File: src/rlps_pkg.sv
// ----------------------------------------------------------------------------
// rlps_pkg
// Types, codes and the colour table shared by the RGB LED pattern sequencer.
// ----------------------------------------------------------------------------
package rlps_pkg;

   // Item kinds.
   localparam logic [1:0] KIND_TICK = 2'd0;
   localparam logic [1:0] KIND_SET  = 2'd1;
   localparam logic [1:0] KIND_OFF  = 2'd2;

   // Pattern codes.
   localparam logic [2:0] PAT_SOLID = 3'd0;
   localparam logic [2:0] PAT_SLOW  = 3'd1;
   localparam logic [2:0] PAT_FAST  = 3'd2;
   localparam logic [2:0] PAT_FLASH = 3'd3;
   localparam logic [2:0] PAT_PULSE = 3'd4;

   // Colour codes.
   localparam logic [2:0] COL_OFF    = 3'd0;
   localparam logic [2:0] COL_RED    = 3'd1;
   localparam logic [2:0] COL_GREEN  = 3'd2;
   localparam logic [2:0] COL_BLUE   = 3'd3;
   localparam logic [2:0] COL_WHITE  = 3'd4;
   localparam logic [2:0] COL_ORANGE = 3'd5;
   localparam logic [2:0] COL_CYAN   = 3'd6;

   // Configuration register indexes.
   localparam int unsigned CSR_INDEX_BITS = 3;
   localparam int unsigned CSR_DATA_BITS  = 16;
   localparam logic [CSR_INDEX_BITS-1:0] CSR_SLOW_HALF  = 3'd0;
   localparam logic [CSR_INDEX_BITS-1:0] CSR_FAST_HALF  = 3'd1;
   localparam logic [CSR_INDEX_BITS-1:0] CSR_FLASH_LEN  = 3'd2;
   localparam logic [CSR_INDEX_BITS-1:0] CSR_PULSE_HALF = 3'd3;
   localparam logic [CSR_INDEX_BITS-1:0] CSR_PULSE_CNT  = 3'd4;

   // Register reset values.
   localparam logic [15:0] SLOW_HALF_RESET  = 16'd1000;
   localparam logic [15:0] FAST_HALF_RESET  = 16'd200;
   localparam logic [15:0] FLASH_LEN_RESET  = 16'd200;
   localparam logic [15:0] PULSE_HALF_RESET = 16'd150;
   localparam logic [3:0]  PULSE_CNT_RESET  = 4'd6;

   typedef struct packed {
      logic [1:0] kind;
      logic [2:0] colour_code;
      logic [2:0] pattern_code;
   } req_type;

   typedef struct packed {
      logic [7:0] red_level;
      logic [7:0] green_level;
      logic [7:0] blue_level;
      logic       onboard_on;
   } rsp_type;

   // Red, green, blue duty for a colour code, packed red in the top byte.
   function automatic logic [23:0] colour_levels(input logic [2:0] code);
      logic [23:0] levels;
      case (code)
         COL_RED:    levels = 24'hFF0000;
         COL_GREEN:  levels = 24'h00FF00;
         COL_BLUE:   levels = 24'h0000FF;
         COL_WHITE:  levels = 24'hFFFFFF;
         COL_ORANGE: levels = 24'hFF5000;
         COL_CYAN:   levels = 24'h00FFFF;
         default:    levels = 24'h000000;
      endcase
      return levels;
   endfunction

endpackage

File: src/rgb_led_pattern_sequencer_core.sv
// ----------------------------------------------------------------------------
// rgb_led_pattern_sequencer_core
// Runs solid, blink, flash and pulse patterns for an RGB LED and an onboard
// LED, one command or millisecond tick per item.
// ----------------------------------------------------------------------------
// Every accepted item produces exactly one result item, which carries the
// RGB duty levels and the onboard LED drive as they stand after that item.
// The pattern state is updated by a single compare-and-update step at the
// edge where the item is accepted, where the result is also registered
// into the output queue; one item can be accepted in every cycle while
// req_stall is low. The elapsed-time subtract and compare on the TIME_BITS wide
// millisecond clock sets the length of that path. A two-entry output queue
// (result register plus a skid register) lets the block take an item while
// one result still waits; req_stall rises only once both entries are full.
// Configuration registers may only be written while the block is idle.
module rgb_led_pattern_sequencer_core #(
   parameter int unsigned TIME_BITS = 32
) (
   input  logic                                  clock,
   input  logic                                  reset,
   input  logic                                  req_valid,
   output logic                                  req_stall,
   input  rlps_pkg::req_type                     req_data,
   output logic                                  rsp_valid,
   input  logic                                  rsp_stall,
   output rlps_pkg::rsp_type                     rsp_data,
   input  logic                                  csr_we,
   input  logic [rlps_pkg::CSR_INDEX_BITS-1:0]   csr_index,
   input  logic [rlps_pkg::CSR_DATA_BITS-1:0]    csr_wdata
);
   import rlps_pkg::*;

   // Configuration registers.
   logic [15:0] slow_half_ff;
   logic [15:0] fast_half_ff;
   logic [15:0] flash_len_ff;
   logic [15:0] pulse_half_ff;
   logic [3:0]  pulse_cnt_ff;

   // Pattern state. now_ff holds the millisecond clock plus one, which is the
   // value the clock takes on the next tick, so a tick needs no add in front
   // of the elapsed-time subtract.
   logic [TIME_BITS-1:0] now_ff,    now_in;
   logic [TIME_BITS-1:0] last_ff,   last_in;
   logic                 phase_ff,  phase_in;
   logic [3:0]           count_ff,  count_in;
   logic [2:0]           colour_ff, colour_in;
   logic [2:0]           pattern_ff, pattern_in;
   logic [23:0]          levels_ff, levels_in;
   logic                 onboard_ff, onboard_in;

   // Output queue.
   logic    rsp_valid_ff, rsp_valid_in;
   rsp_type rsp_data_ff,  rsp_data_in;
   logic    skid_valid_ff, skid_valid_in;
   rsp_type skid_data_ff,  skid_data_in;

   logic                 accept;
   logic                 pop;
   logic [TIME_BITS-1:0] elapsed;
   logic [15:0]          limit;
   logic                 over;
   rsp_type              result;

   assign req_stall = skid_valid_ff;
   assign accept    = req_valid && !skid_valid_ff;
   assign pop       = rsp_valid_ff && !rsp_stall;
   assign rsp_valid = rsp_valid_ff;
   assign rsp_data  = rsp_data_ff;

   // Elapsed time since the last toggle, measured against the clock value
   // this tick will set; wraps modulo 2^TIME_BITS like the clock itself.
   assign elapsed = now_ff - last_ff;

   always_comb begin
      case (pattern_ff)
         PAT_SLOW:  limit = slow_half_ff;
         PAT_FAST:  limit = fast_half_ff;
         PAT_FLASH: limit = flash_len_ff;
         default:   limit = pulse_half_ff;
      endcase
   end

   assign over = elapsed > TIME_BITS'(limit);

   // One step of the sequencer for the item at the input.
   always_comb begin
      now_in     = now_ff;
      last_in    = last_ff;
      phase_in   = phase_ff;
      count_in   = count_ff;
      colour_in  = colour_ff;
      pattern_in = pattern_ff;
      levels_in  = levels_ff;
      onboard_in = onboard_ff;
      case (req_data.kind)
         KIND_TICK: begin
            now_in = now_ff + TIME_BITS'(1);
            case (pattern_ff)
               PAT_SLOW, PAT_FAST: begin
                  if (over) begin
                     phase_in  = !phase_ff;
                     last_in   = now_ff;
                     levels_in = !phase_ff ? colour_levels(colour_ff) : 24'h000000;
                  end
               end
               PAT_FLASH: begin
                  // The first tick lights the flash; a later tick past the
                  // flash length turns everything off.
                  if (count_ff == 4'd0) begin
                     count_in  = 4'd1;
                     last_in   = now_ff;
                     levels_in = colour_levels(colour_ff);
                  end else if (over) begin
                     colour_in  = COL_OFF;
                     pattern_in = PAT_SOLID;
                     levels_in  = 24'h000000;
                     onboard_in = 1'b0;
                  end
               end
               PAT_PULSE: begin
                  // The burst ends once the toggle budget is used up.
                  if (count_ff >= pulse_cnt_ff) begin
                     colour_in  = COL_OFF;
                     pattern_in = PAT_SOLID;
                     levels_in  = 24'h000000;
                     onboard_in = 1'b0;
                  end else if (over) begin
                     phase_in  = !phase_ff;
                     last_in   = now_ff;
                     levels_in = !phase_ff ? colour_levels(colour_ff) : 24'h000000;
                     count_in  = count_ff + 4'd1;
                  end
               end
               default: begin
               end
            endcase
         end
         KIND_SET: begin
            colour_in  = req_data.colour_code;
            pattern_in = req_data.pattern_code;
            last_in    = '0;
            phase_in   = 1'b1;
            count_in   = 4'd0;
            if (req_data.pattern_code == PAT_SOLID) begin
               levels_in  = colour_levels(req_data.colour_code);
               onboard_in = req_data.colour_code != COL_OFF;
            end
         end
         KIND_OFF: begin
            colour_in  = COL_OFF;
            pattern_in = PAT_SOLID;
            levels_in  = 24'h000000;
            onboard_in = 1'b0;
         end
         default: begin
            // An unknown kind leaves the state alone and repeats the drive.
         end
      endcase
   end

   assign result.red_level   = levels_in[23:16];
   assign result.green_level = levels_in[15:8];
   assign result.blue_level  = levels_in[7:0];
   assign result.onboard_on  = onboard_in;

   // Output queue: the result register is refilled from the skid register
   // first, so items leave in the order they were accepted.
   always_comb begin
      rsp_valid_in  = rsp_valid_ff;
      rsp_data_in   = rsp_data_ff;
      skid_valid_in = skid_valid_ff;
      skid_data_in  = skid_data_ff;
      if (!rsp_valid_ff || pop) begin
         if (skid_valid_ff) begin
            rsp_valid_in  = 1'b1;
            rsp_data_in   = skid_data_ff;
            skid_valid_in = 1'b0;
         end else begin
            rsp_valid_in = accept;
            rsp_data_in  = result;
         end
      end else if (accept) begin
         skid_valid_in = 1'b1;
         skid_data_in  = result;
      end
   end

   always_ff @(posedge clock) begin
      if (reset) begin
         slow_half_ff  <= SLOW_HALF_RESET;
         fast_half_ff  <= FAST_HALF_RESET;
         flash_len_ff  <= FLASH_LEN_RESET;
         pulse_half_ff <= PULSE_HALF_RESET;
         pulse_cnt_ff  <= PULSE_CNT_RESET;
      end else if (csr_we) begin
         case (csr_index)
            CSR_SLOW_HALF:  slow_half_ff  <= csr_wdata;
            CSR_FAST_HALF:  fast_half_ff  <= csr_wdata;
            CSR_FLASH_LEN:  flash_len_ff  <= csr_wdata;
            CSR_PULSE_HALF: pulse_half_ff <= csr_wdata;
            CSR_PULSE_CNT:  pulse_cnt_ff  <= csr_wdata[3:0];
            default: begin
            end
         endcase
      end
   end

   always_ff @(posedge clock) begin
      if (reset) begin
         now_ff     <= TIME_BITS'(1);
         last_ff    <= '0;
         phase_ff   <= 1'b0;
         count_ff   <= 4'd0;
         colour_ff  <= COL_OFF;
         pattern_ff <= PAT_SOLID;
         levels_ff  <= 24'h000000;
         onboard_ff <= 1'b0;
      end else if (accept) begin
         now_ff     <= now_in;
         last_ff    <= last_in;
         phase_ff   <= phase_in;
         count_ff   <= count_in;
         colour_ff  <= colour_in;
         pattern_ff <= pattern_in;
         levels_ff  <= levels_in;
         onboard_ff <= onboard_in;
      end
   end

   always_ff @(posedge clock) begin
      if (reset) begin
         rsp_valid_ff  <= 1'b0;
         skid_valid_ff <= 1'b0;
      end else begin
         rsp_valid_ff  <= rsp_valid_in;
         skid_valid_ff <= skid_valid_in;
      end
   end

   always_ff @(posedge clock) begin
      rsp_data_ff  <= rsp_data_in;
      skid_data_ff <= skid_data_in;
   end

endmodule

File: config.mk
export PLATFORM = sky130hd
export DESIGN_NAME = rgb_led_pattern_sequencer_core
export DESIGN_NICKNAME = d
export VERILOG_FILES = /design/src/rlps_pkg.sv /design/src/rgb_led_pattern_sequencer_core.sv
export SDC_FILE = /design/constraint.sdc
export NUM_CORES = 1
export LEC_CHECK = 0
export BUFFER_PORTS_ARGS = -buffer_cell sky130_fd_sc_hd__buf_2
export CAP_MARGIN = 20
export CORE_ASPECT_RATIO = 1.5
export CORE_MARGIN = 4
export CORE_UTILIZATION = 50
export CTS_BUF_LIST = sky130_fd_sc_hd__clkbuf_16
export DETAILED_ROUTE_END_ITERATION = 8
export PLACE_DENSITY = 0.67
export SYNTH_ARGS = -nofsm -noshare
export SYNTH_HDL_FRONTEND = slang
export SYNTH_SLANG_ARGS = --single-unit
File: constraint.sdc
create_clock -name clock -period 5.75 [get_ports clock]
set_input_delay 1.15 -clock clock [delete_from_list [all_inputs] [get_ports clock]]
set_output_delay 1.15 -clock clock [all_outputs]
set_load 0.01 [all_outputs]
Word level (Yosys, flattened, before mapping)
Index checks and enable logic that the tools add are counted.
- register bits after elaboration: 220
- bits of input ports: 32
- output and inout port bits: 27
- logic and storage cells: 126
- add/subtract/negate cells: 3
- magnitude comparators: 2
- equality and inequality tests: 31
- muxes and demuxes: 39
- bitwise gates (word level): 1
- reductions and logical operators: 27
- operators by type and width (kind ; number):
    $pmux W24 S6 ; 2
    $mux W24 ; 6
    $pmux W24 S3 ; 2
    $mux W32 ; 3
    $pmux W32 S3 ; 1
    $pmux W32 S2 ; 1
    $pmux W16 S3 ; 1
    $add A32 B1 Y32 const B ; 1
    $gt A32 B16 Y1 ; 1
    $sub A32 B32 Y32 ; 1
    $mux W25 ; 1
    $eq A3 B2 Y1 const B ; 8
    $eq A3 B3 Y1 const B ; 8
    $ne A3 B3 Y1 const B ; 6
    $pmux W3 S3 ; 2
    $pmux W4 S2 ; 2
    $reduce_and A2 Y1 ; 7
    $eq A3 B1 Y1 const B ; 4
    $mux W4 ; 3
    $reduce_and A6 Y1 ; 2
    $mux W3 ; 3
    $mux W1 ; 7
    $logic_not A3 Y1 ; 2
    $ne A3 B2 Y1 const B ; 2
    other kinds (19) ; 27

Longest topological paths before layout
Gate-level depths: netlist of run 1.
- depth after elaboration: 8
- depth in mapped cells: 24

Worst setup path after synthesis of run 1
No wires, ideal clock.
- path kind: flip-flop to flip-flop
- start point: reg now_ff[0]
- end point: reg skid_data_ff[13] (netlist name), data pin
- library setup time: 259 ps
- arrival: 4469 ps
- data required time: 5491 ps
- setup slack: 1022 ps
- cell stages (with the launch flop): 23
- clock period less this slack: 4728 ps
- cell sequence: dfxtp_1 > inv_1 > ha_1 > fa_1 > nand2b_1 > a21oi_1 > nor2b_1 > o21ai_0 > a31oi_1 > o21ai_0 > xor2_1 > ha_1 > and4_1 > a21oi_1 > nand2_1 > o31ai_1 > o2111ai_1 > nor4_4 > and2_4 > buf_8 > o31ai_4 > and3_1 > a211o_1
- word-level cells in the longest chain between the ends: 6
- elaborated cells between the ends (all ways): 8
- classes of those cells: add/sub (1); order compare (1); mux (6)
- ends and longest elaborated chain (element ; line ; source):
    start, declared ; rgb_led_pattern_sequencer_core.sv:43 ; logic [TIME_BITS-1:0] now_ff, now_in;
    start signal, assigned ; rgb_led_pattern_sequencer_core.sv:220 ; now_ff <= now_in;
    $sub A32 B32 Y32 (*) ; rgb_led_pattern_sequencer_core.sv:73 ; assign elapsed = now_ff - last_ff;
    $gt A32 B16 Y1 (*) ; rgb_led_pattern_sequencer_core.sv:84 ; assign over = elapsed > TIME_BITS'(limit);
    $mux W24 (on tied branches) ; rgb_led_pattern_sequencer_core.sv:101, rgb_led_pattern_sequencer_core.sv:114 ;
    $mux W24 (on tied branches) ; rgb_led_pattern_sequencer_core.sv:123, rgb_led_pattern_sequencer_core.sv:110 ;
    $pmux W24 S3 (*) ; rgb_led_pattern_sequencer_core.sv:99 ; case (pattern_ff)
    $pmux W24 S3 (*) ; rgb_led_pattern_sequencer_core.sv:96 ; case (req_data.kind)
    via levels_in[12] ; rgb_led_pattern_sequencer_core.sv:49 ; logic [23:0] levels_ff, levels_in;
    end signal, assigned ; rgb_led_pattern_sequencer_core.sv:243 ; skid_data_ff <= skid_data_in;
    end, declared ; rgb_led_pattern_sequencer_core.sv:56 ; rsp_type skid_data_ff, skid_data_in;
The timed path passes the listed nets; every way through them passes the cells marked *.
A chain may end at the register's enable or synchronous reset.

Final worst setup path of run 1
- start point: reg now_ff[0]
- end point: reg last_ff[15]
- word-level cells in the longest chain between the ends: 6
- ends and longest elaborated chain (element ; line ; source):
    $sub A32 B32 Y32 (*) ; rgb_led_pattern_sequencer_core.sv:73 ;
    $gt A32 B16 Y1 (*) ; rgb_led_pattern_sequencer_core.sv:84 ;
    $mux W32 (*) ; - ;
    $mux W32 ; - ;
    $pmux W32 S3 (*) ; - ;
    $pmux W32 S2 (*) ; - ;
    end signal, assigned ; rgb_led_pattern_sequencer_core.sv:221 ; last_ff <= last_in;
    end, declared ; rgb_led_pattern_sequencer_core.sv:44 ; logic [TIME_BITS-1:0] last_ff, last_in;
Mark *: on every way between the ends. The rest lies on a longest branch, timed or not. The select of a mux whose other input is x is not followed.

==> metrics.md, run 1 <==
| Metric | Value |
|---|---|
| NumNets Final | `around 1600` |
| Clock Skews | `about 0.019 ns` |
| Clk slew on worst S/H paths | `around 0.070 ns` |
| Worst Path Required | `~6.2 ns` |
| Worst path max stage delay | `~0.39 ns` |
| Setup slack, reg-to-reg | `approximately 0.47 ns` |
| Power per cell area | `approximately 250 mW/mm^2` |
| Power, Total | `around 0.0035 W` |
| Synth Area per Inst | `8.33 um^2` |
| Die Wd | `~140 um` |
| Synth Cell Area | `0.0128 mm^2` |
| Primary FF master, synth | `dfxtp_1` |
| Synthesized flop and latch total | `between 200 and 250` |
| Initial core utilization | `0.509` |
| Fin crit period | `around 5.3 ns` |
| Via count of the first global-routing pass | `between 10000 and 15000` |
| P&R area growth vs syn | `9.81%` |
| 1st-iter DRT viols | `about 630` |
| Sequential area share after synthesis | `0.383` |
| Hold Crit Class | `register to register` |
| Slowest cell on crit path | `dfxtp_1` |
| Total core area | `roughly 0.025 mm^2` |
| Num ports | `59` |
| Max-cap violations | `0` |
| WP data arrival | `about 5.7 ns` |
| Clock Tree Root | `clkbuf_16` |
| CP cell instances | `inv_1 > ha_1 > fa_1 > nand2b_1 > a21oi_1 > nor2b_1 > o21ai_0 > a31oi_1 > o21ai_0 > xor2_1 > ha_1 > and4_1 > a21oi_1 > nand2_1 > o31ai_1 > o2111ai_1 > nor4_4 > and2_4 > a31o_2 > buf_12 > mux2_2 > nor2_1` |
| Slew headroom | `0.302` |
| WL/cell | `16.8 um` |
| TNS Setup | `0 ns` |
| First-pass GRT wire length | `around 53 mm` |
| Ant diodes | `0` |
| CTS tree | `built` |
| Syn Inst Count | `roughly 1500` |
| Fmax | `approximately 190 MHz` |
| Total grt overflow | `0` |
| Slew @ Worst Pin | `1.04 ns` |
| RSZ-0062 raised after global routing | `no` |
| Critical path's top delay family | `compound AO/OA/AOI/OAI gates` |
| Post-Route WL | `around 32 mm` |
| Met2 Track Usage GR | `0.423` |
| Drt via density | `~5.9` |
| GPL Wtd Cong | `roughly 0.92` |
| Worst Path Max Fanout | `32` |
| Routing usage on met3 | `0.0227` |
| Final Setup Violations | `0` |
| Final hold violation count | `0` |
| Clock Latency Late Sink | `~0.53 ns` |
| Met1 usage | `0.246` |
| Remaining DRCs | `0` |
| Share of the synthesized area in the top cell type | `0.266` |
| Largest net degree at the start of global routing | `between 80 and 90` |
| Initial antenna violation count | `0` |
| Die Y | `204 um` |
| Gr busiest metal | `met2` |
| Max rail drop VDD | `around 0.19 mV` |
| Cell taking the most area after synthesis | `dfxtp_1` |
| Pleak | `about 5.6 nW` |
| Largest cells by area after synthesis | `dfxtp_1 (27%), edfxtp_1 (12%), nand2_1 (7.6%)` |
| H-tree levels | `1` |
| Vias | `~11000` |
| Yosys cell types | `89` |
| WS Path Type | `register to register` |
| Buf/Inv on CP | `2` |
| Final Max Tran Viols | `0` |
| Number of port buffers | `58` |
| Hpwl dp | `around 23 mm` |
| Routed Antenna Nets | `0` |
| GRT Overall Usage | `0.221` |
| Outcome | `finished clean` |
| CTS buffer count | `22` |
| Share of layout cells above drive strength 1 | `0.132` |
| Clk buf depth | `3` |
| CP endpoint kind | `register` |
| Syn Nets | `1624` |
| Number of flops mapped to enable cells by yosys | `50` |
| Ys async rst share | `0` |
| Fin crit share | `0.919` |
| Pre-Repair DR Iteration Count | `5` |
| Crit path launch type | `register` |
| Full die area | `0.0283 mm^2` |
| Clk sinks | `between 200 and 250` |
| # rows | `between 70 and 80` |
| Yosys warns | `0` |
| Final Core Density | `0.559` |
-- area by class of cell --
| type | instances | area, um^2 |
|---|---|---|
| Sequential cell | 220 | 4900 |
| Timing Repair Buffer | 77 | 448 |
| Clock inverter | 17 | 176 |
| Tap cell | 328 | 410 |
| Clock buffer | 22 | 551 |
| Multi-Input combinational cell | 1186 | 7380 |
| Fill cell | 2348 | 11100 |
| Inverter | 48 | 180 |
-- layer usage --
| metal | share of wire | up-vias |
|---|---|---|
| li1 | - | 5525 |
| met1 | 0.40 | 5264 |
| met2 | 0.53 | 241 |
| met3 | 0.036 | 76 |
| met4 | 0.037 | 0 |
| met5 | 0 | - |
-- cells in the mapped netlist (3+ instances only) --
cell       number
a211o_1         3
a211oi_1        8
a21o_1         22
a21oi_1       144
a21oi_2         4
a221oi_1        4
a22oi_1        23
a311oi_1        3
a31o_2          6
a31oi_1        18
and2_1         15
and3_1         16
and4_1          9
buf_1           5
buf_2           3
buf_4           3
buf_6           3
clkbuf_1       68
dfxtp_1       170
edfxtp_1       50
ha_1           54
inv_1          48
mux2_2         47
mux2i_1        17
nand2_1       258
nand2b_1       18
nand3_1        57
nand4_1        22
nor2_1        146
nor2b_1        25
nor3_1         28
nor4_1          5
o211ai_1       12
o21a_1         12
o21ai_0        59
o21bai_1        5
o22ai_1         6
o2bb2ai_1       8
o311ai_2        7
o31ai_1         8
or2_2           5
or3_1          13
xnor2_1        20
xor2_1         22
-- what timing repair did --
action                                  CTS  global route
endpoints found under the setup margin    0            27
hold endpoints to repair                  0             0
resized for setup                         0             4
buffers inserted                          0             0
hold buffers                              0             0
-- tightest hold or removal path, delay by kind of cell, from the launching register on --
| family | cells | cell delay (ns) |
|---|---|---|
| AOI/OAI and AO/OA | 1 | 0.05 |
| DFF | 1 | 0.30 |
| and+or+nand+nor | 1 | 0.05 |
-- cells by family (layout without fill, tap and decap cells) --
kind of cell,after synthesis,after routing,share of synthesized area
AND/OR/NAND/NOR,638,638,0.233
buffers and inverters,131,164,0.0422
AO/OA/AOI/OAI,387,387,0.204
multiplexers,64,64,0.0547
flip-flops,220,220,0.383
adder cells (fa/ha/maj),55,55,0.0544
XOR/XNOR,42,42,0.0287
-- stage by stage --
step           cells  cell area [um^2]  setup WS [ns]  hold WS (ns)
6_report        1898             14100          0.466         0.453
5_1_grt         1898             14100         0.0297         0.468
4_1_cts         1898             14000          0.303         0.455
3_5_place_dp    1859             13300          0.359         0.446
3_3_place_gp    1859             13300          0.540         0.438
2_1_floorplan   1537             12800           1.02         0.433
-- cell usage in the layout, fill, tap and decap left out, types with 5 or more instances in the layout --
master     instances
a211oi_1           8
a21o_1            22
a21oi_1          144
a22oi_1           23
a31o_2             6
a31oi_1           18
and2_1            15
and3_1            16
and4_1             9
buf_2             57
buf_4             19
clkbuf_16         22
dfxtp_1          170
edfxtp_1          50
ha_1              54
inv_1             52
mux2_2            47
mux2i_1           17
nand2_1          258
nand2b_1          18
nand3_1           57
nand4_1           22
nor2_1           145
nor2b_1           25
nor3_1            28
nor4_1             5
o211ai_1          12
o21a_1            12
o21ai_0           59
o21bai_1           5
o22ai_1            6
o2bb2ai_1          8
o311ai_2           7
o31ai_1            7
or2_2              5
or3_1             13
xnor2_1           20
xor2_1            22
-- path summary, 6_finish.rpt --
kind,start,end,cells past startpoint
worst min-delay path,slow_half_ff[11]$_SDFFE_PP0P_,slow_half_ff[11]$_SDFFE_PP0P_,2
worst max register to register,now_ff[0]$_SDFFE_PP1P_,last_ff[15]$_SDFFE_PP0P_,22
worst max-delay path,now_ff[0]$_SDFFE_PP1P_,last_ff[15]$_SDFFE_PP0P_,22
worst min register to register,slow_half_ff[11]$_SDFFE_PP0P_,slow_half_ff[11]$_SDFFE_PP0P_,2
-- report_power, final --
part | internal, W | switching, W | leakage, nW | total (W)
sequential | 0.00162 | 0.0000188 | 1.88 | 0.00164
clock | 0.000840 | 0.000635 | 0.371 | 0.00148
combinational | 0.000141 | 0.000254 | 3.36 | 0.000395
-- registers in the layout (all words and copies together) (netlist names), 16 cells and up --
signal	count
last_ff	32
slow_half_ff	16
fast_half_ff	16
rsp_data	25
skid_data_ff	25
levels_ff	24
flash_len_ff	16
now_ff	32
pulse_half_ff	16
No activity file was read; power rests on OpenSTA's default activity.
==> run 2: changes to the inputs <==
CTS_BUF_LIST = sky130_fd_sc_hd__clkbuf_4 sky130_fd_sc_hd__clkbuf_8   (was sky130_fd_sc_hd__clkbuf_16)
==> metrics.md, run 2 (synthesized netlist as in run 1, its figures left out) <==
| Metric | Value |
|---|---|
| Outcome | `finished clean` |
| Initial antenna violation count | `0 (unchanged)` |
| Crit path launch type | `register` |
| Full die area | `0.0283 mm^2 (unchanged)` |
| Slew @ Worst Pin | `1.03 ns (-0.0176 ns)` |
| Total core area | `0.0251 mm^2 (unchanged)` |
| Num ports | `59 (unchanged)` |
| Clk sinks | `220 (unchanged)` |
| Power per cell area | `248 mW/mm^2 (-0.47%)` |
| Final hold violation count | `0 (unchanged)` |
| Via count of the first global-routing pass | `11000 (+1.7%)` |
| Total grt overflow | `0 (unchanged)` |
| Die Y | `204 um (unchanged)` |
| Die Wd | `139 um (unchanged)` |
| Ant diodes | `0 (unchanged)` |
| Hpwl dp | `22.6 mm (unchanged)` |
| Routed wl met3 | `1.19 mm (+3.2%)` |
| Clock Latency Late Sink | `0.55 ns (+0.02 ns)` |
| P&R area growth vs syn | `10.1%` |
| Initial core utilization | `0.509 (unchanged)` |
| CTS buffer count | `35 (+59%)` |
| GPL Wtd Cong | `0.925 (unchanged)` |
| Worst path max stage delay | `0.39 ns (about the same)` |
| Remaining DRCs | `0 (unchanged)` |
| Clock Tree Root | `clkbuf_8` |
| Regs by FF count | `last_ff: 32 flops, now_ff: 32 flops` |
| First-pass GRT wire length | `53.4 mm (+1.0%)` |
| Critical path's top delay family | `compound AO/OA/AOI/OAI gates` |
| Worst Path Required | `6.22 ns (+0.02 ns)` |
| Top Metal Used | `met4` |
| CP cell instances | `inv_1 > ha_1 > fa_1 > nand2b_1 > a21oi_1 > nor2b_1 > o21ai_0 > a31oi_1 > o21ai_0 > xor2_1 > ha_1 > and4_1 > a21oi_1 > nand2_1 > o31ai_1 > o2111ai_1 > nor4_4 > and2_4 > a31o_2 > buf_12 > mux2_2 > nor2_1` |
| Routed Antenna Nets | `0 (unchanged)` |
| Buf/Inv on CP | `2 (unchanged)` |
| Number of port buffers | `58 (unchanged)` |
| GRT Overall Usage | `0.224 (+0.00312)` |
| Pre-Repair DR Iteration Count | `7 (+2)` |
| Cts hold-fix bufs | `0 (unchanged)` |
| Worst Path Max Fanout | `32 (unchanged)` |
| Fmax | `189 MHz (-0.17%)` |
| Final Core Density | `0.560 (+0.00134)` |
| Routed length on met2 | `16.8 mm (-0.11%)` |
| Clock Skews | `0.0228 ns (+0.00379 ns)` |
| Final Setup Violations | `0 (unchanged)` |
| WS Path Type | `register to register` |
| NumNets Final | `1655 (+0.79%)` |
| Slew headroom | `0.314 (+0.0118)` |
| CTS tree | `built` |
| Post-Route WL | `32.1 mm (+0.88%)` |
| Largest net degree at the start of global routing | `84 (unchanged)` |
| WL/cell | `16.7 um (-0.38%)` |
| WP data arrival | `5.76 ns (+0.03 ns)` |
| Share of layout cells above drive strength 1 | `0.148 (+0.0162)` |
| Fin crit period | `5.29 ns (+0.00894 ns)` |
| # rows | `71 (unchanged)` |
| Commonest cells after routing, fill and taps aside | `nand2_1 (258), dfxtp_1 (170), nor2_1 (145)` |
| CP endpoint kind | `register` |
| H-tree levels | `2 (+1)` |
| Max rail drop VDD | `0.151 mV (-21%)` |
| Power, Total | `0.00350 W (-0.23%)` |
| Pleak | `5.64 nW (+0.59%)` |
| Drt via density | `5.83 (-0.39%)` |
| Final Max Tran Viols | `0 (unchanged)` |
| Worst hold slack | `0.453 ns (+0.0000500 ns)` |
| TNS Setup | `0 ns (unchanged)` |
| Hold Crit Class | `register to register` |
| Fin crit share | `0.921 (+0.00155)` |
| Clk buf depth | `3 (unchanged)` |
| Metal1 wirelength | `12.7 mm (about the same)` |
| Slowest cell on crit path | `dfxtp_1` |
| RSZ-0062 raised after global routing | `no` |
| Vias | `11200 (+0.87%)` |
| Commonest non-fill, non-tap cell in the layout | `nand2_1` |
| 1st-iter DRT viols | `675 (+6.8%)` |
| Clk slew on worst S/H paths | `0.07 ns (about the same)` |
| Max-cap violations | `0 (unchanged)` |
==> run 2: cell types whose count changed in the layout (fill, tap and decap cells not counted), moves of 2 or more <==
cell,before,now
clkbuf_4,0,16
inv_6,3,1
inv_1,52,48
clkbuf_16,22,0
clkbuf_8,0,40
==> run 2: routing by layer <==
| metal | up-vias | global-route usage |
|---|---|---|
| met5 | - | 0 |
| met4 | 0 | 0.110 |
| met3 | 90 | 0.0328 |
| met2 | 261 | 0.424 |
| met1 | 5291 | 0.243 |
| li1 | 5561 | - |
==> run 2: worst paths after layout <==
kind	start	endpoint	cells past startpoint	slack, ns
hold reg to reg	flash_len_ff[0]$_SDFFE_PP0P_	flash_len_ff[0]$_SDFFE_PP0P_	2	0.45
setup / recovery	now_ff[0]$_SDFFE_PP1P_	last_ff[22]$_SDFFE_PP0P_	22	0.46
hold / removal	flash_len_ff[0]$_SDFFE_PP0P_	flash_len_ff[0]$_SDFFE_PP0P_	2	0.45
setup reg to reg	now_ff[0]$_SDFFE_PP1P_	last_ff[22]$_SDFFE_PP0P_	22	0.46
==> run 2: through the flow <==
step / std cells / instance area (um^2) / setup slack (ns)
CTS: 1922 / 14100 / 0.322
global placement: 1859 / 13300 / 0.540
detailed placement: 1859 / 13300 / 0.359
finish: 1922 / 14100 / 0.457
floorplan: 1537 / 12800 / 1.02
global route: 1922 / 14100 / 0.0292
==> run 2: worst reg2reg max path, stage by stage (launching register included) <==
cell and delay (ns):
dfxtp_1 0.39, inv_1 0.08, ha_1 0.22, fa_1 0.39, nand2b_1 0.18, a21oi_1 0.18
nor2b_1 0.11, o21ai_0 0.28, a31oi_1 0.18, o21ai_0 0.22, xor2_1 0.18, ha_1 0.24
and4_1 0.20, a21oi_1 0.17, nand2_1 0.07, o31ai_1 0.25, o2111ai_1 0.29, nor4_4 0.35
and2_4 0.32, a31o_2 0.21, buf_12 0.22, mux2_2 0.38, nor2_1 0.09
==> run 2: final cells by class <==
cell class	instances	area, um^2
repair buffers	77	448
fillers	2332	11100
clock buffers	56	671
multi-input cells	1186	7380
well taps	328	410
clock inverters	7	90.1
inverters	48	180
flip-flops and latches	220	4900
==> run 2: power breakdown <==
part | switching (W) | internal, W | total, W
clock | 0.000634 | 0.000832 | 0.00147
sequential | 0.0000188 | 0.00162 | 0.00164
combinational | 0.000254 | 0.000141 | 0.000395
==> run 2: what timing repair did <==
item,CTS,global route
hold endpoints to repair,0,0
buffers inserted,0,0
endpoints found under the setup margin,0,26
resized for setup,0,4
==> run 3: changes to the inputs <==
BUFFER_PORTS_ARGS = -buffer_cell sky130_fd_sc_hd__buf_4   (was -buffer_cell sky130_fd_sc_hd__buf_2)
==> metrics.md, run 3 (synthesized netlist as in run 1, its figures left out) <==
| Metric | Value |
|---|---|
| Post-CTS Setup Bufs | `0 (unchanged)` |
| Final hold violation count | `0 (unchanged)` |
| Num ports | `59 (unchanged)` |
| Clock Latency Late Sink | `0.55 ns (about the same)` |
| Crit path launch type | `register` |
| Largest net degree at the start of global routing | `86 (+2.4%)` |
| Fmax | `189 MHz (about the same)` |
| H-tree levels | `2 (unchanged)` |
| Worst Path Max Fanout | `32 (unchanged)` |
| Drt via density | `5.83 (about the same)` |
| Vias | `11200 (-0.20%)` |
| First-pass GRT wire length | `54.0 mm (+1.1%)` |
| Final worst setup slack | `0.452 ns (-0.00494 ns)` |
| Commonest cells after routing, fill and taps aside | `nand2_1 (258), dfxtp_1 (170), nor2_1 (145)` |
| Remaining DRCs | `0 (unchanged)` |
| TNS Setup | `0 ns (unchanged)` |
| Post-Route WL | `32.5 mm (+1.0%)` |
| WP data arrival | `5.76 ns (about the same)` |
| # rows | `71 (unchanged)` |
| CTS buffer count | `36 (+2.9%)` |
| Clk buf depth | `3 (unchanged)` |
| Clk sinks | `220 (unchanged)` |
| WL/cell | `16.9 um (+1.2%)` |
| Final Max Tran Viols | `0 (unchanged)` |
| Via count of the first global-routing pass | `11100 (+1.5%)` |
| Fin crit period | `5.30 ns (+0.00494 ns)` |
| Final Core Density | `0.567 (+0.00707)` |
| Worst Path Required | `6.22 ns (about the same)` |
| Fin crit share | `0.921 (about the same)` |
| Total core area | `0.0251 mm^2 (unchanged)` |
| WS Path Type | `register to register` |
| Final Setup Violations | `0 (unchanged)` |
| Initial antenna violation count | `0 (unchanged)` |
| Max-cap violations | `0 (unchanged)` |
| Clock Skews | `0.0182 ns (-0.00460 ns)` |
| Clk slew on worst S/H paths | `0.06 ns (about the same)` |
| NumNets Final | `1654 (-0.060%)` |
| Initial core utilization | `0.509 (unchanged)` |
| CP endpoint kind | `register` |
| Slew @ Worst Pin | `0.963 ns (-0.0636 ns)` |
| Place WS | `0.400 ns (+0.0410 ns)` |
| Placed instance area | `0.0134 mm^2 (+0.96%)` |
| Max rail drop VDD | `0.151 mV (+0.26%)` |
| GPL Wtd Cong | `0.901 (-2.6%)` |
| Total grt overflow | `0 (unchanged)` |
| Die Wd | `139 um (unchanged)` |
| GRT Overall Usage | `0.227 (+0.00296)` |
| Die Y | `204 um (unchanged)` |
| Slew headroom | `0.357 (+0.0425)` |
| 1st-iter DRT viols | `698 (+3.4%)` |
| Cts hold-fix bufs | `0 (unchanged)` |
| Ant diodes | `0 (unchanged)` |
| Hold Crit Class | `register to register` |
| Power per cell area | `250 mW/mm^2 (+0.54%)` |
| Outcome | `finished clean` |
| Post-route cell area | `0.0143 mm^2 (+1.3%)` |
| Hpwl dp | `23.0 mm (+1.7%)` |
| Regs by FF count | `last_ff: 32 flops, now_ff: 32 flops` |
| Pleak | `5.68 nW (+0.67%)` |
| Pre-Repair DR Iteration Count | `5 (-2)` |
| Number of port buffers | `58 (unchanged)` |
| P&R area growth vs syn | `11.5%` |
| CTS resizes | `0 (unchanged)` |
| Clock Tree Root | `clkbuf_8` |
| Routed Antenna Nets | `0 (unchanged)` |
| RSZ-0062 raised after global routing | `no` |
| Worst hold slack | `0.452 ns (-0.00135 ns)` |
| Share of layout cells above drive strength 1 | `0.146 (-0.00161)` |
| Full die area | `0.0283 mm^2 (unchanged)` |
| Commonest non-fill, non-tap cell in the layout | `nand2_1` |
| CTS tree | `built` |
-- run 3: cell count changes in the layout (fill, tap and decap cells not counted) --
cell,before,now
a311oi_1,3,2
a311oi_2,0,1
buf_2,57,0
buf_4,19,74
clkbuf_4,16,8
clkbuf_8,40,48
clkinv_1,1,2
clkinv_2,2,0
-- run 3: per-stage QoR --
step	std cells	total power, W
after floorplan	1537	0.00196
after global placement	1857	0.00207
after detailed placement	1857	0.00208
after CTS	1919	0.00360
after global routing	1919	0.00370
final	1919	0.00356
-- run 3: path summary, 6_finish.rpt --
check                                                     to                    startpoint  cells past startpoint  slack [ns]
worst max-delay path                 last_ff[5]$_SDFFE_PP0P_        now_ff[0]$_SDFFE_PP1P_                     22        0.45
worst min-delay path            slow_half_ff[0]$_SDFFE_PP0P_  slow_half_ff[0]$_SDFFE_PP0P_                      2        0.45
worst max register to register       last_ff[5]$_SDFFE_PP0P_        now_ff[0]$_SDFFE_PP1P_                     22        0.45
worst min register to register  slow_half_ff[0]$_SDFFE_PP0P_  slow_half_ff[0]$_SDFFE_PP0P_                      2        0.45
-- run 3: routing by layer --
| metal | track usage | vias up | routed length [um] |
|---|---|---|---|
| li1 | - | 5548 | - |
| met3 | 0.0316 | 80 | 1140 |
| met2 | 0.435 | 236 | 17300 |
| met1 | 0.248 | 5317 | 12900 |
| met5 | 0 | - | 0 |
| met4 | 0.0972 | 0 | 1060 |
-- run 3: power breakdown --
group          internal [W]  switching, W
clock network      0.000886      0.000627
logic              0.000154      0.000257
registers           0.00162     0.0000193
-- run 3: worst max-delay path: stages (launching register included) --
cell       delay (ns)
dfxtp_1          0.40
inv_1            0.08
ha_1             0.23
fa_1             0.40
nand2b_1         0.18
a21oi_1          0.17
nor2b_1          0.11
o21ai_0          0.27
a31oi_1          0.17
o21ai_0          0.22
xor2_1           0.19
ha_1             0.26
and4_1           0.21
a21oi_1          0.16
nand2_1          0.07
o31ai_1          0.26
o2111ai_1        0.27
nor4_4           0.36
and2_4           0.32
a31o_2           0.21
buf_12           0.22
mux2_2           0.36
nor2_1           0.08
-- run 3: layout make-up --
cell class	instances	area (um^2)
fillers	2300	10900
well taps	328	410
clock buffers	56	721
multi-input cells	1186	7390
inverters	48	180
repair buffers	75	576
flip-flops and latches	220	4900
clock inverters	6	83.8
